**src/rtl/isf_pkg.sv**
```systemverilog
// shared constants and types for the 1-d ising spin flip step block
// no dependencies; imported by the interfaces, the spin ram user and the top level
package isf_pkg;

   localparam int LATTICE_SITES = 1024;
   localparam int PROB_BITS     = 16;

   localparam int SITE_W        = 10;
   localparam int DRAW_W        = 16;
   localparam int PROB_W        = PROB_BITS + 1;
   localparam int MAG_W         = 12;
   localparam int CNT_W         = 32;
   localparam int SPIN_ADDR_W   = $clog2(LATTICE_SITES);

   localparam int NUM_PROB_REGS = 6;
   localparam int REG_IDX_W     = 3;
   localparam int CSR_ADDR_W    = 5;
   localparam int CSR_DATA_W    = 32;

   // register indexes
   localparam logic [REG_IDX_W-1:0] REG_UP_NEG  = 3'd0;
   localparam logic [REG_IDX_W-1:0] REG_UP_ZERO = 3'd1;
   localparam logic [REG_IDX_W-1:0] REG_UP_POS  = 3'd2;
   localparam logic [REG_IDX_W-1:0] REG_DN_NEG  = 3'd3;
   localparam logic [REG_IDX_W-1:0] REG_DN_ZERO = 3'd4;
   localparam logic [REG_IDX_W-1:0] REG_DN_POS  = 3'd5;

   // item opcodes
   localparam logic OP_WRITE = 1'b0;
   localparam logic OP_TRIAL = 1'b1;

   typedef logic [PROB_W-1:0]      prob_type;
   typedef logic [CNT_W-1:0]       count_type;
   typedef logic [SPIN_ADDR_W-1:0] spin_addr_type;

   localparam prob_type ONE_PROB = prob_type'(1) << PROB_BITS;

endpackage

```
**src/rtl/isf_chan_if.sv**
```systemverilog
// valid/ready channel interfaces for the spin flip step block
// depends on isf_pkg for the payload widths
interface isf_req_if import isf_pkg::*; ();
   logic              valid;
   logic              ready;
   logic              opcode;
   logic [SITE_W-1:0] site;
   logic              spin_value;
   logic [DRAW_W-1:0] random_draw;

   modport source (output valid, opcode, site, spin_value, random_draw, input ready);
   modport sink   (input valid, opcode, site, spin_value, random_draw, output ready);
endinterface

interface isf_rsp_if import isf_pkg::*; ();
   logic                    valid;
   logic                    ready;
   logic                    accepted;
   logic [SITE_W-1:0]       site_echo;
   logic                    spin_after;
   logic signed [MAG_W-1:0] magnetization;
   logic [CNT_W-1:0]        trial_index;
   logic [CNT_W-1:0]        accept_count;
   logic [CNT_W-1:0]        reject_count;
   logic [PROB_W-1:0]       trial_probability;

   modport source (output valid, accepted, site_echo, spin_after, magnetization,
                   trial_index, accept_count, reject_count, trial_probability,
                   input ready);
   modport sink   (input valid, accepted, site_echo, spin_after, magnetization,
                   trial_index, accept_count, reject_count, trial_probability,
                   output ready);
endinterface

```
**src/rtl/ising_1d_spin_flip_step.sv**
```systemverilog
// top level of the 1-d ising single-spin-flip step block
// depends on isf_pkg, isf_req_if / isf_rsp_if and isf_ram
//
// usage
//   req_chan carries one beat per item: opcode (write a spin or run a flip
//   trial), site, spin_value and random_draw. rsp_chan returns exactly one
//   beat per item with the step's outcome, the magnetization and counters.
//   csr_* is an apb-style port for the six acceptance probability registers
//   (byte address 4*i, 17 bits each, 65536 means one); pready is tied high.
// sequence
//   a flip trial goes S_IDLE (accept), S_RDL, S_RDR, S_EXEC (result load);
//   a spin write skips S_RDR, an out-of-range site goes straight to S_EXEC.
//   the spin ram has one read port, so the three spins of a trial (site,
//   left, right) are read one per cycle; new items wait for S_IDLE.
// reset
//   synchronous, active high. afterwards a clearing pass writes spin -1 to
//   all LATTICE_SITES ram entries with req_chan.ready low; config writes
//   are taken during the pass.
// stall
//   a new item is taken while a finished result waits in the output
//   register; the item then holds in its last step until rsp_chan is free.
module ising_1d_spin_flip_step import isf_pkg::*; (
   input  logic                  clock,
   input  logic                  reset,
   isf_req_if.sink               req_chan,
   isf_rsp_if.source             rsp_chan,
   input  logic                  csr_psel,
   input  logic                  csr_penable,
   input  logic                  csr_pwrite,
   input  logic [CSR_ADDR_W-1:0] csr_paddr,
   input  logic [CSR_DATA_W-1:0] csr_pwdata,
   output logic [CSR_DATA_W-1:0] csr_prdata,
   output logic                  csr_pready
);

   // sequencer codes
   localparam logic [2:0] S_CLEAR = 3'd0;
   localparam logic [2:0] S_IDLE  = 3'd1;
   localparam logic [2:0] S_RDL   = 3'd2;
   localparam logic [2:0] S_RDR   = 3'd3;
   localparam logic [2:0] S_EXEC  = 3'd4;

   localparam spin_addr_type LAST_SITE = spin_addr_type'(LATTICE_SITES - 1);

   logic [2:0]    state_ff, state_in;
   spin_addr_type clr_ff, clr_in;

   // item held for the duration of the step
   logic              op_ff;
   logic [SITE_W-1:0] site_ff;
   logic              spin_val_ff;
   logic [DRAW_W-1:0] draw_ff;
   logic              range_ff;
   logic              center_ff;
   logic              left_ff;

   prob_type  prob_ff [NUM_PROB_REGS];
   logic signed [MAG_W-1:0] sum_ff, sum_in;
   count_type trial_ff, trial_in;
   count_type acc_ff, acc_in;
   count_type rej_ff, rej_in;

   // result register
   logic                    rsp_valid_ff;
   logic                    rsp_acc_ff;
   logic [SITE_W-1:0]       rsp_site_ff;
   logic                    rsp_spin_ff;
   logic signed [MAG_W-1:0] rsp_mag_ff;
   count_type               rsp_index_ff;
   count_type               rsp_acc_cnt_ff;
   count_type               rsp_rej_cnt_ff;
   prob_type                rsp_prob_ff;

   logic          req_ready;
   logic          req_fire;
   logic          exec_fire;
   logic          rsp_free;
   spin_addr_type site_addr, left_addr, right_addr;
   spin_addr_type rd_addr, wr_addr;
   logic          wr_en, wr_data, rd_data;

   logic                 is_trial;
   logic [REG_IDX_W-1:0] prob_sel;
   prob_type             prob_used;
   logic                 flip;
   logic                 new_spin;
   logic                 spin_after;
   logic                 accepted;

   logic                 csr_wr;
   logic [REG_IDX_W-1:0] csr_idx;

   //----------------------------------------------------------------------
   // config registers
   //----------------------------------------------------------------------
   assign csr_pready = 1'b1;
   assign csr_wr     = csr_psel & csr_penable & csr_pwrite & csr_pready;
   assign csr_idx    = csr_paddr[REG_IDX_W+1:2];

   always_ff @(posedge clock) begin
      if (reset) begin
         for (int i = 0; i < NUM_PROB_REGS; i++) begin
            prob_ff[i] <= ONE_PROB;
         end
      end else if (csr_wr && (int'(csr_idx) < NUM_PROB_REGS)) begin
         prob_ff[csr_idx] <= csr_pwdata[PROB_W-1:0];
      end
   end

   always_comb begin
      csr_prdata = '0;
      if (int'(csr_idx) < NUM_PROB_REGS) begin
         csr_prdata = CSR_DATA_W'(prob_ff[csr_idx]);
      end
   end

   //----------------------------------------------------------------------
   // spin memory, ring neighbor addresses
   //----------------------------------------------------------------------
   assign site_addr  = spin_addr_type'(site_ff);
   assign left_addr  = (site_addr == '0) ? LAST_SITE : site_addr - 1'b1;
   assign right_addr = (site_addr == LAST_SITE) ? '0 : site_addr + 1'b1;

   // center is read at the accept edge, then left, then right (held in exec)
   always_comb begin
      case (state_ff)
         S_IDLE:  rd_addr = spin_addr_type'(req_chan.site);
         S_RDL:   rd_addr = left_addr;
         default: rd_addr = right_addr;
      endcase
   end

   isf_ram #(
      .WIDTH (1),
      .DEPTH (LATTICE_SITES)
   ) u_spin_ram (
      .clock   (clock),
      .wr_en   (wr_en),
      .wr_addr (wr_addr),
      .wr_data (wr_data),
      .rd_addr (rd_addr),
      .rd_data (rd_data)
   );

   //----------------------------------------------------------------------
   // handshakes
   //----------------------------------------------------------------------
   assign req_ready      = (state_ff == S_IDLE);
   assign req_chan.ready = req_ready;
   assign req_fire       = req_chan.valid & req_ready;
   assign rsp_free       = ~rsp_valid_ff | rsp_chan.ready;
   assign exec_fire      = (state_ff == S_EXEC) & rsp_free;

   //----------------------------------------------------------------------
   // trial evaluation (valid in exec; rd_data holds the right neighbor)
   //----------------------------------------------------------------------
   assign is_trial = (op_ff == OP_TRIAL);

   always_comb begin
      if (center_ff) begin
         case ({left_ff, rd_data})
            2'b00:   prob_sel = REG_UP_NEG;
            2'b11:   prob_sel = REG_UP_POS;
            default: prob_sel = REG_UP_ZERO;
         endcase
      end else begin
         case ({left_ff, rd_data})
            2'b00:   prob_sel = REG_DN_NEG;
            2'b11:   prob_sel = REG_DN_POS;
            default: prob_sel = REG_DN_ZERO;
         endcase
      end
   end

   assign prob_used = prob_ff[prob_sel];
   // strict compare, so a probability above one always flips
   assign flip      = prob_used > {1'b0, draw_ff};
   assign new_spin  = is_trial ? (center_ff ^ flip) : spin_val_ff;
   assign accepted  = range_ff & is_trial & flip;
   assign spin_after = range_ff & new_spin;

   // the clearing pass and the exec step share the single write port
   always_comb begin
      if (state_ff == S_CLEAR) begin
         wr_en   = 1'b1;
         wr_addr = clr_ff;
         wr_data = 1'b0;
      end else begin
         wr_en   = exec_fire & range_ff;
         wr_addr = site_addr;
         wr_data = new_spin;
      end
   end

   always_comb begin
      sum_in   = sum_ff;
      trial_in = trial_ff;
      acc_in   = acc_ff;
      rej_in   = rej_ff;
      if (range_ff) begin
         if (new_spin != center_ff) begin
            sum_in = new_spin ? sum_ff + MAG_W'(2) : sum_ff - MAG_W'(2);
         end
         if (is_trial) begin
            // counters stop at all ones
            if (trial_ff != '1) begin
               trial_in = trial_ff + 1'b1;
            end
            if (flip) begin
               if (acc_ff != '1) begin
                  acc_in = acc_ff + 1'b1;
               end
            end else if (rej_ff != '1) begin
               rej_in = rej_ff + 1'b1;
            end
         end
      end
   end

   //----------------------------------------------------------------------
   // sequencer
   //----------------------------------------------------------------------
   always_comb begin
      state_in = state_ff;
      clr_in   = clr_ff;
      case (state_ff)
         S_CLEAR: begin
            clr_in = clr_ff + 1'b1;
            if (clr_ff == LAST_SITE) begin
               state_in = S_IDLE;
            end
         end
         S_IDLE: begin
            if (req_fire) begin
               // an out-of-range site reads nothing
               if (int'(req_chan.site) < LATTICE_SITES) begin
                  state_in = S_RDL;
               end else begin
                  state_in = S_EXEC;
               end
            end
         end
         S_RDL: begin
            state_in = is_trial ? S_RDR : S_EXEC;
         end
         S_RDR: begin
            state_in = S_EXEC;
         end
         S_EXEC: begin
            if (rsp_free) begin
               state_in = S_IDLE;
            end
         end
         default: begin
            state_in = S_IDLE;
         end
      endcase
   end

   always_ff @(posedge clock) begin
      if (reset) begin
         state_ff <= S_CLEAR;
         clr_ff   <= '0;
         sum_ff   <= MAG_W'(-LATTICE_SITES);
         trial_ff <= '0;
         acc_ff   <= '0;
         rej_ff   <= '0;
      end else begin
         state_ff <= state_in;
         clr_ff   <= clr_in;
         if (exec_fire) begin
            sum_ff   <= sum_in;
            trial_ff <= trial_in;
            acc_ff   <= acc_in;
            rej_ff   <= rej_in;
         end
      end
   end

   // item capture and spin capture (payload, no reset)
   always_ff @(posedge clock) begin
      if (req_fire) begin
         op_ff       <= req_chan.opcode;
         site_ff     <= req_chan.site;
         spin_val_ff <= req_chan.spin_value;
         draw_ff     <= req_chan.random_draw;
         range_ff    <= (int'(req_chan.site) < LATTICE_SITES);
      end
      if (state_ff == S_RDL) begin
         center_ff <= rd_data;
      end
      if (state_ff == S_RDR) begin
         left_ff <= rd_data;
      end
   end

   //----------------------------------------------------------------------
   // result register
   //----------------------------------------------------------------------
   always_ff @(posedge clock) begin
      if (reset) begin
         rsp_valid_ff <= 1'b0;
      end else if (exec_fire) begin
         rsp_valid_ff <= 1'b1;
      end else if (rsp_chan.ready) begin
         rsp_valid_ff <= 1'b0;
      end
   end

   always_ff @(posedge clock) begin
      if (exec_fire) begin
         rsp_acc_ff     <= accepted;
         rsp_site_ff    <= site_ff;
         rsp_spin_ff    <= spin_after;
         rsp_mag_ff     <= sum_in;
         rsp_index_ff   <= trial_ff;
         rsp_acc_cnt_ff <= acc_in;
         rsp_rej_cnt_ff <= rej_in;
         rsp_prob_ff    <= (range_ff && is_trial) ? prob_used : '0;
      end
   end

   assign rsp_chan.valid             = rsp_valid_ff;
   assign rsp_chan.accepted          = rsp_acc_ff;
   assign rsp_chan.site_echo         = rsp_site_ff;
   assign rsp_chan.spin_after        = rsp_spin_ff;
   assign rsp_chan.magnetization     = rsp_mag_ff;
   assign rsp_chan.trial_index       = rsp_index_ff;
   assign rsp_chan.accept_count      = rsp_acc_cnt_ff;
   assign rsp_chan.reject_count      = rsp_rej_cnt_ff;
   assign rsp_chan.trial_probability = rsp_prob_ff;

   //----------------------------------------------------------------------
   // assertions
   //----------------------------------------------------------------------
`ifndef SYNTHESIS
   // every trial is either accepted or rejected while nothing saturates
   a_count_balance: assert property (@(posedge clock) disable iff (reset)
      (trial_ff != '1) |-> (({1'b0, acc_ff} + {1'b0, rej_ff}) == {1'b0, trial_ff}))
      else $error("accept and reject counts do not add up to trial count");

   // the spin sum keeps the parity of the lattice size
   a_sum_parity: assert property (@(posedge clock) disable iff (reset)
      sum_ff[0] == 1'(LATTICE_SITES % 2))
      else $error("spin sum has wrong parity");

   // a result only appears out of the exec step
   a_rsp_from_exec: assert property (@(posedge clock) disable iff (reset)
      $rose(rsp_valid_ff) |-> $past(state_ff == S_EXEC))
      else $error("result beat raised outside exec step");
`endif

endmodule

```
**src/rtl/isf_ram.sv**
```systemverilog
// generic single-write, single-read synchronous ram with registered read data
// no dependencies
module isf_ram #(
   parameter int WIDTH = 1,
   parameter int DEPTH = 1024
) (
   input  logic                     clock,
   input  logic                     wr_en,
   input  logic [$clog2(DEPTH)-1:0] wr_addr,
   input  logic [WIDTH-1:0]         wr_data,
   input  logic [$clog2(DEPTH)-1:0] rd_addr,
   output logic [WIDTH-1:0]         rd_data
);

   logic [WIDTH-1:0] mem [DEPTH];
   logic [WIDTH-1:0] rd_data_ff;

   always_ff @(posedge clock) begin
      if (wr_en) begin
         mem[wr_addr] <= wr_data;
      end
      rd_data_ff <= mem[rd_addr];
   end

   assign rd_data = rd_data_ff;

endmodule

```
**src/flat_wrapper.sv**
```systemverilog
// flat-port wrapper written by rule: the top's interface ports become plain ports
module ising_1d_spin_flip_step_flat import isf_pkg::*;
  (clock, reset, csr_psel, csr_penable, csr_pwrite, csr_paddr, csr_pwdata, csr_prdata, csr_pready, req_chan_valid, req_chan_opcode, req_chan_site, req_chan_spin_value, req_chan_random_draw, req_chan_ready, rsp_chan_valid, rsp_chan_accepted, rsp_chan_site_echo, rsp_chan_spin_after, rsp_chan_magnetization, rsp_chan_trial_index, rsp_chan_accept_count, rsp_chan_reject_count, rsp_chan_trial_probability, rsp_chan_ready);
  isf_req_if req_chan_i ();
  isf_rsp_if rsp_chan_i ();
  input  logic clock;
  input  logic reset;
  input  logic csr_psel;
  input  logic csr_penable;
  input  logic csr_pwrite;
  input  logic [CSR_ADDR_W-1:0] csr_paddr;
  input  logic [CSR_DATA_W-1:0] csr_pwdata;
  output logic [CSR_DATA_W-1:0] csr_prdata;
  output logic csr_pready;
  input wire logic [$bits(req_chan_i.valid)-1:0] req_chan_valid;
  input wire logic [$bits(req_chan_i.opcode)-1:0] req_chan_opcode;
  input wire logic [$bits(req_chan_i.site)-1:0] req_chan_site;
  input wire logic [$bits(req_chan_i.spin_value)-1:0] req_chan_spin_value;
  input wire logic [$bits(req_chan_i.random_draw)-1:0] req_chan_random_draw;
  output wire logic [$bits(req_chan_i.ready)-1:0] req_chan_ready;
  output wire logic [$bits(rsp_chan_i.valid)-1:0] rsp_chan_valid;
  output wire logic [$bits(rsp_chan_i.accepted)-1:0] rsp_chan_accepted;
  output wire logic [$bits(rsp_chan_i.site_echo)-1:0] rsp_chan_site_echo;
  output wire logic [$bits(rsp_chan_i.spin_after)-1:0] rsp_chan_spin_after;
  output wire logic [$bits(rsp_chan_i.magnetization)-1:0] rsp_chan_magnetization;
  output wire logic [$bits(rsp_chan_i.trial_index)-1:0] rsp_chan_trial_index;
  output wire logic [$bits(rsp_chan_i.accept_count)-1:0] rsp_chan_accept_count;
  output wire logic [$bits(rsp_chan_i.reject_count)-1:0] rsp_chan_reject_count;
  output wire logic [$bits(rsp_chan_i.trial_probability)-1:0] rsp_chan_trial_probability;
  input wire logic [$bits(rsp_chan_i.ready)-1:0] rsp_chan_ready;
  assign req_chan_i.valid = req_chan_valid;
  assign req_chan_i.opcode = req_chan_opcode;
  assign req_chan_i.site = req_chan_site;
  assign req_chan_i.spin_value = req_chan_spin_value;
  assign req_chan_i.random_draw = req_chan_random_draw;
  assign req_chan_ready = req_chan_i.ready;
  assign rsp_chan_valid = rsp_chan_i.valid;
  assign rsp_chan_accepted = rsp_chan_i.accepted;
  assign rsp_chan_site_echo = rsp_chan_i.site_echo;
  assign rsp_chan_spin_after = rsp_chan_i.spin_after;
  assign rsp_chan_magnetization = rsp_chan_i.magnetization;
  assign rsp_chan_trial_index = rsp_chan_i.trial_index;
  assign rsp_chan_accept_count = rsp_chan_i.accept_count;
  assign rsp_chan_reject_count = rsp_chan_i.reject_count;
  assign rsp_chan_trial_probability = rsp_chan_i.trial_probability;
  assign rsp_chan_i.ready = rsp_chan_ready;
  ising_1d_spin_flip_step u_core (.clock(clock), .reset(reset), .req_chan(req_chan_i), .rsp_chan(rsp_chan_i), .csr_psel(csr_psel), .csr_penable(csr_penable), .csr_pwrite(csr_pwrite), .csr_paddr(csr_paddr), .csr_pwdata(csr_pwdata), .csr_prdata(csr_prdata), .csr_pready(csr_pready));
endmodule
```
**config.mk**
```make
export PLATFORM = sky130hd
export DESIGN_NAME = ising_1d_spin_flip_step_flat
export DESIGN_NICKNAME = d
export VERILOG_FILES = /design/src/rtl/isf_pkg.sv /design/src/rtl/isf_chan_if.sv /design/src/rtl/ising_1d_spin_flip_step.sv /design/src/rtl/isf_ram.sv /design/src/flat_wrapper.sv
export SDC_FILE = /design/constraint.sdc
export NUM_CORES = 2
export LEC_CHECK = 0
export ABC_CLOCK_PERIOD_IN_PS = 44200
export BUFFER_PORTS_ARGS = -buffer_cell sky130_fd_sc_hd__buf_2
export CORE_ASPECT_RATIO = 1.1
export CORE_UTILIZATION = 31
export CTS_BUF_LIST = sky130_fd_sc_hd__clkbuf_2
export DETAILED_ROUTE_END_ITERATION = 10
export PLACE_DENSITY = 0.46
export SYNTH_ARGS = -nofsm -noshare
export SYNTH_HDL_FRONTEND = slang
export SYNTH_SLANG_ARGS = --single-unit
```
**constraint.sdc**
```tcl
create_clock -name clock -period 44.2 [get_ports clock]
set_input_delay 6.63 -clock clock [delete_from_list [all_inputs] [get_ports clock]]
set_output_delay 6.63 -clock clock [all_outputs]
set_load 0.005 [all_outputs]
```
==> results.json <==
{
  "worstPathArrival_ns": 8.54,
  "yosysSeqAreaShare_pct": 64.66,
  "nets": 6236,
  "relSlewSlack_pct": 9.260,
  "timing.fmax_mhz": 65.93,
  "pwr_density_cell_nw_per_um2": 34.38,
  "cts_tree": "built",
  "path_clk_slew_ns": 0.09,
  "wirelength_um": 214100,
  "initial_core_util_pct": 31.24,
  "grt_pass1_vias": 45588,
  "drt_drc_violations_left": 0,
  "post-route-min-period_ns": 15.17,
  "clkLatencyLatePin_ns": 1.84,
  "path_class": "primary input to primary output",
  "peakVddDrop_v": 0.00002786,
  "hold_end": "u_core.rsp_chan.trial_index[29]$_DFFE_PP_",
  "hold_ws_ns": 0.4666,
  "dpl.hpwl_um": 114300,
  "holdBufCountCts": 0,
  "synth.top_cells.by_count": "1326 x edfxtp_1, 1303 x nor2_1, 952 x nand2_1, 362 x nand3_1, 322 x clkbuf_1",
  "gr-total-overflow": 0,
  "fin_cells": 9206,
  "die_x_um": 439.8,
  "maxCapViolations": 0,
  "vias_per_cell": 5.126,
  "worst_slew_pin_slew_ns": 1.361,
  "startpoint_type": "primary input",
  "dp.cells": 8487,
  "hold_violations": 0,
  "rows": 176,
  "die_height_um": 483.6,
  "port_buffers": 209,
  "cts.htree.levels": 5,
  "yosys_most_used_dff": "edfxtp_1",
  "hold_path_class": "register to register",
  "synth-edff-count": 1326,
  "cts_sinks": 1448,
  "run_status": "complete, no violations",
  "drive_above_1_share_pct": 17.53,
  "clock_path_buffers": 4,
  "placed_cell_area_um2": 69130,
  "netlist.area_leader.share_pct": 60.92,
  "leakage_nw": 26.04,
  "grt_usage_pct": 19.67,
  "yosysUniqueCellTypes": 89,
  "cts_root_buf": "clkbuf_2",
  "maxSlewViolCount": 0,
  "rsz0062_at_grt": "no",
  "async_flop_share_pct": 0,
  "ios": 244,
  "hold-path-cell-count": 0,
  "antenna_found_initial": 14,
  "synthesis.area_um2": 65360,
  "detail_route.first_pass.iterations": 6,
  "cts_resized": 0,
  "setup_viol": 0,
  "fin_setup_tns_ns": 0,
  "reg2reg_from": "u_core.u_spin_ram.rd_data$_DFF_P_",
  "gp_congestion": 0.7911,
  "crit_path_end_kind": "primary output",
  "postCtsSetupBuffers": 0,
  "area_delta_synth_final_pct": 11.17,
  "yosysTopAreaCell": "edfxtp_1",
  "worst_clock_skew_ns": 0.1814,
  "yosysWarnings": 0,
  "r2r_slack_ns": 36.00,
  "syn_inst": 5843,
  "cts_buffers": 408,
  "r2r-end": "u_core.u_spin_ram.mem[385]$_DFFE_PP_",
  "synth_area_per_cell_um2": 11.19,
  "initialDrtViolationCount": 4171,
  "yosysMostFrequentCell": "edfxtp_1",
  "rr_worst_depth": 19,
  "placeableCoreArea_um2": 209200,
  "required_ns": 37.57,
  "final_area_um2": 72660,
  "postRouteAntennaNets": 0,
  "final.period_utilization_pct": 34.32,
  "wire_per_inst_um": 23.25,
  "ys_seq_elements": 1448,
  "die_area_um2": 212700,
  "min_from": "u_core.trial_ff[29]$_SDFFE_PP0P_",
  "synth_area_leaders": "edfxtp_1 61%, nor2_1 7.5%, nand2_1 5.5%",
  "vias": 47186,
  "grt_max_degree": 271,
  "grt_pass1_wl_um": 309700,
  "cp_max_fo": 23
}
[layer usage]
layer  vias up  GRT usage, %  part of all wire (%)
met3       389         3.876                   6.6
met1     23709         26.52                    44
met2      1711         31.25                    46
met4         4         7.075                   3.1
li1      21373             -                     -
met5         -             0                  0.10
[stage by stage]
| step | total power [mW] | util, % | setup WS [ns] |
|---|---|---|---|
| 3_3_place_gp | 1.563 | 33.04 | 29.02 |
| 6_report | 2.498 | 34.73 | 29.03 |
| 3_5_place_dp | 1.564 | 33.04 | 28.99 |
| 5_1_grt | 2.605 | 34.73 | 28.90 |
| 4_1_cts | 2.536 | 34.73 | 28.99 |
| 2_1_floorplan | 1.540 | - | 11.42 |
[cell usage in the layout (no fill, tap or decap), types with 26 or more instances in the layout]
| master | n |
|---|---|
| a21oi_1 | 95 |
| a31oi_1 | 59 |
| a32oi_1 | 42 |
| and2_1 | 31 |
| and3_1 | 65 |
| buf_2 | 208 |
| buf_4 | 91 |
| clkbuf_2 | 644 |
| clkinv_1 | 55 |
| conb_1 | 51 |
| dfxtp_1 | 122 |
| edfxtp_1 | 1326 |
| ha_1 | 26 |
| inv_1 | 73 |
| mux2i_1 | 162 |
| mux4_2 | 63 |
| nand2_1 | 919 |
| nand3_1 | 360 |
| nand4_1 | 48 |
| nor2_1 | 1297 |
| nor3_1 | 36 |
| o21ai_0 | 60 |
| or3_1 | 38 |
| xnor2_1 | 78 |
| xor2_1 | 85 |
[critical path, stage by stage]
cell and delay, ns:
buf_2 0.09, buf_4 0.34, nand2b_1 0.88, o22ai_1 0.34, buf_2 0.23
[sequential cells by signal, summed over array words and instances, names as in the netlist, 11 cells and up]
register,flops
u_core.trial_ff,32
u_core.rsp_chan.reject_count,32
u_core.draw_ff,16
u_core.prob_ff,136
u_core.rej_ff,32
u_core.u_spin_ram.mem,1024
u_core.rsp_chan.trial_index,32
u_core.rsp_chan.magnetization,11
u_core.acc_ff,32
u_core.rsp_chan.trial_probability,17
u_core.rsp_chan.accept_count,32
u_core.sum_ff,11
[cell type report]
class	instances	area (um2)
fill	21410	136500
sequential	1448	42260
multi-input combinational	3900	21300
tap	2759	3452
clock buffer	644	3223
timing repair buffer	304	1824
clock inverter	69	296.5
inverter	76	290.3
antenna	6	15.01
[where the power goes]
part           switching, mW  internal [mW]
logic                 0.0337         0.0145
clock network          0.581          0.385
registers            0.00358           1.48
[cells by family after synthesis]
| logic type | count (synthesis) | synth area share [%] |
|---|---|---|
| simple gates | 2939 | 18.92 |
| flops | 1448 | 64.66 |
| buf+inv | 544 | 3.630 |
| compound gates | 477 | 5.115 |
| mux | 243 | 4.960 |
| xor+xnor | 164 | 2.209 |
| fa+ha+maj | 26 | 0.4977 |
| other cells | 2 | 0.01149 |
[how the worst max path moves through the flow]
| stage | startpoint | slack (ns) | end |
|---|---|---|---|
| 2_1_floorplan | u_core.u_spin_ram.rd_data$_DFF_P_ | 11.42 | u_core.u_spin_ram.mem[0]$_DFFE_PP_ |
| 3_3_place_gp | csr_paddr[3] | 29.02 | csr_prdata[4] |
| 3_5_place_dp | csr_paddr[3] | 28.99 | csr_prdata[4] |
| 4_1_cts | csr_paddr[3] | 28.99 | csr_prdata[4] |
| 5_1_grt | csr_paddr[3] | 28.90 | csr_prdata[4] |
| 6_report | csr_paddr[3] | 29.03 | csr_prdata[4] |
(Power assumes the default switching activity.)
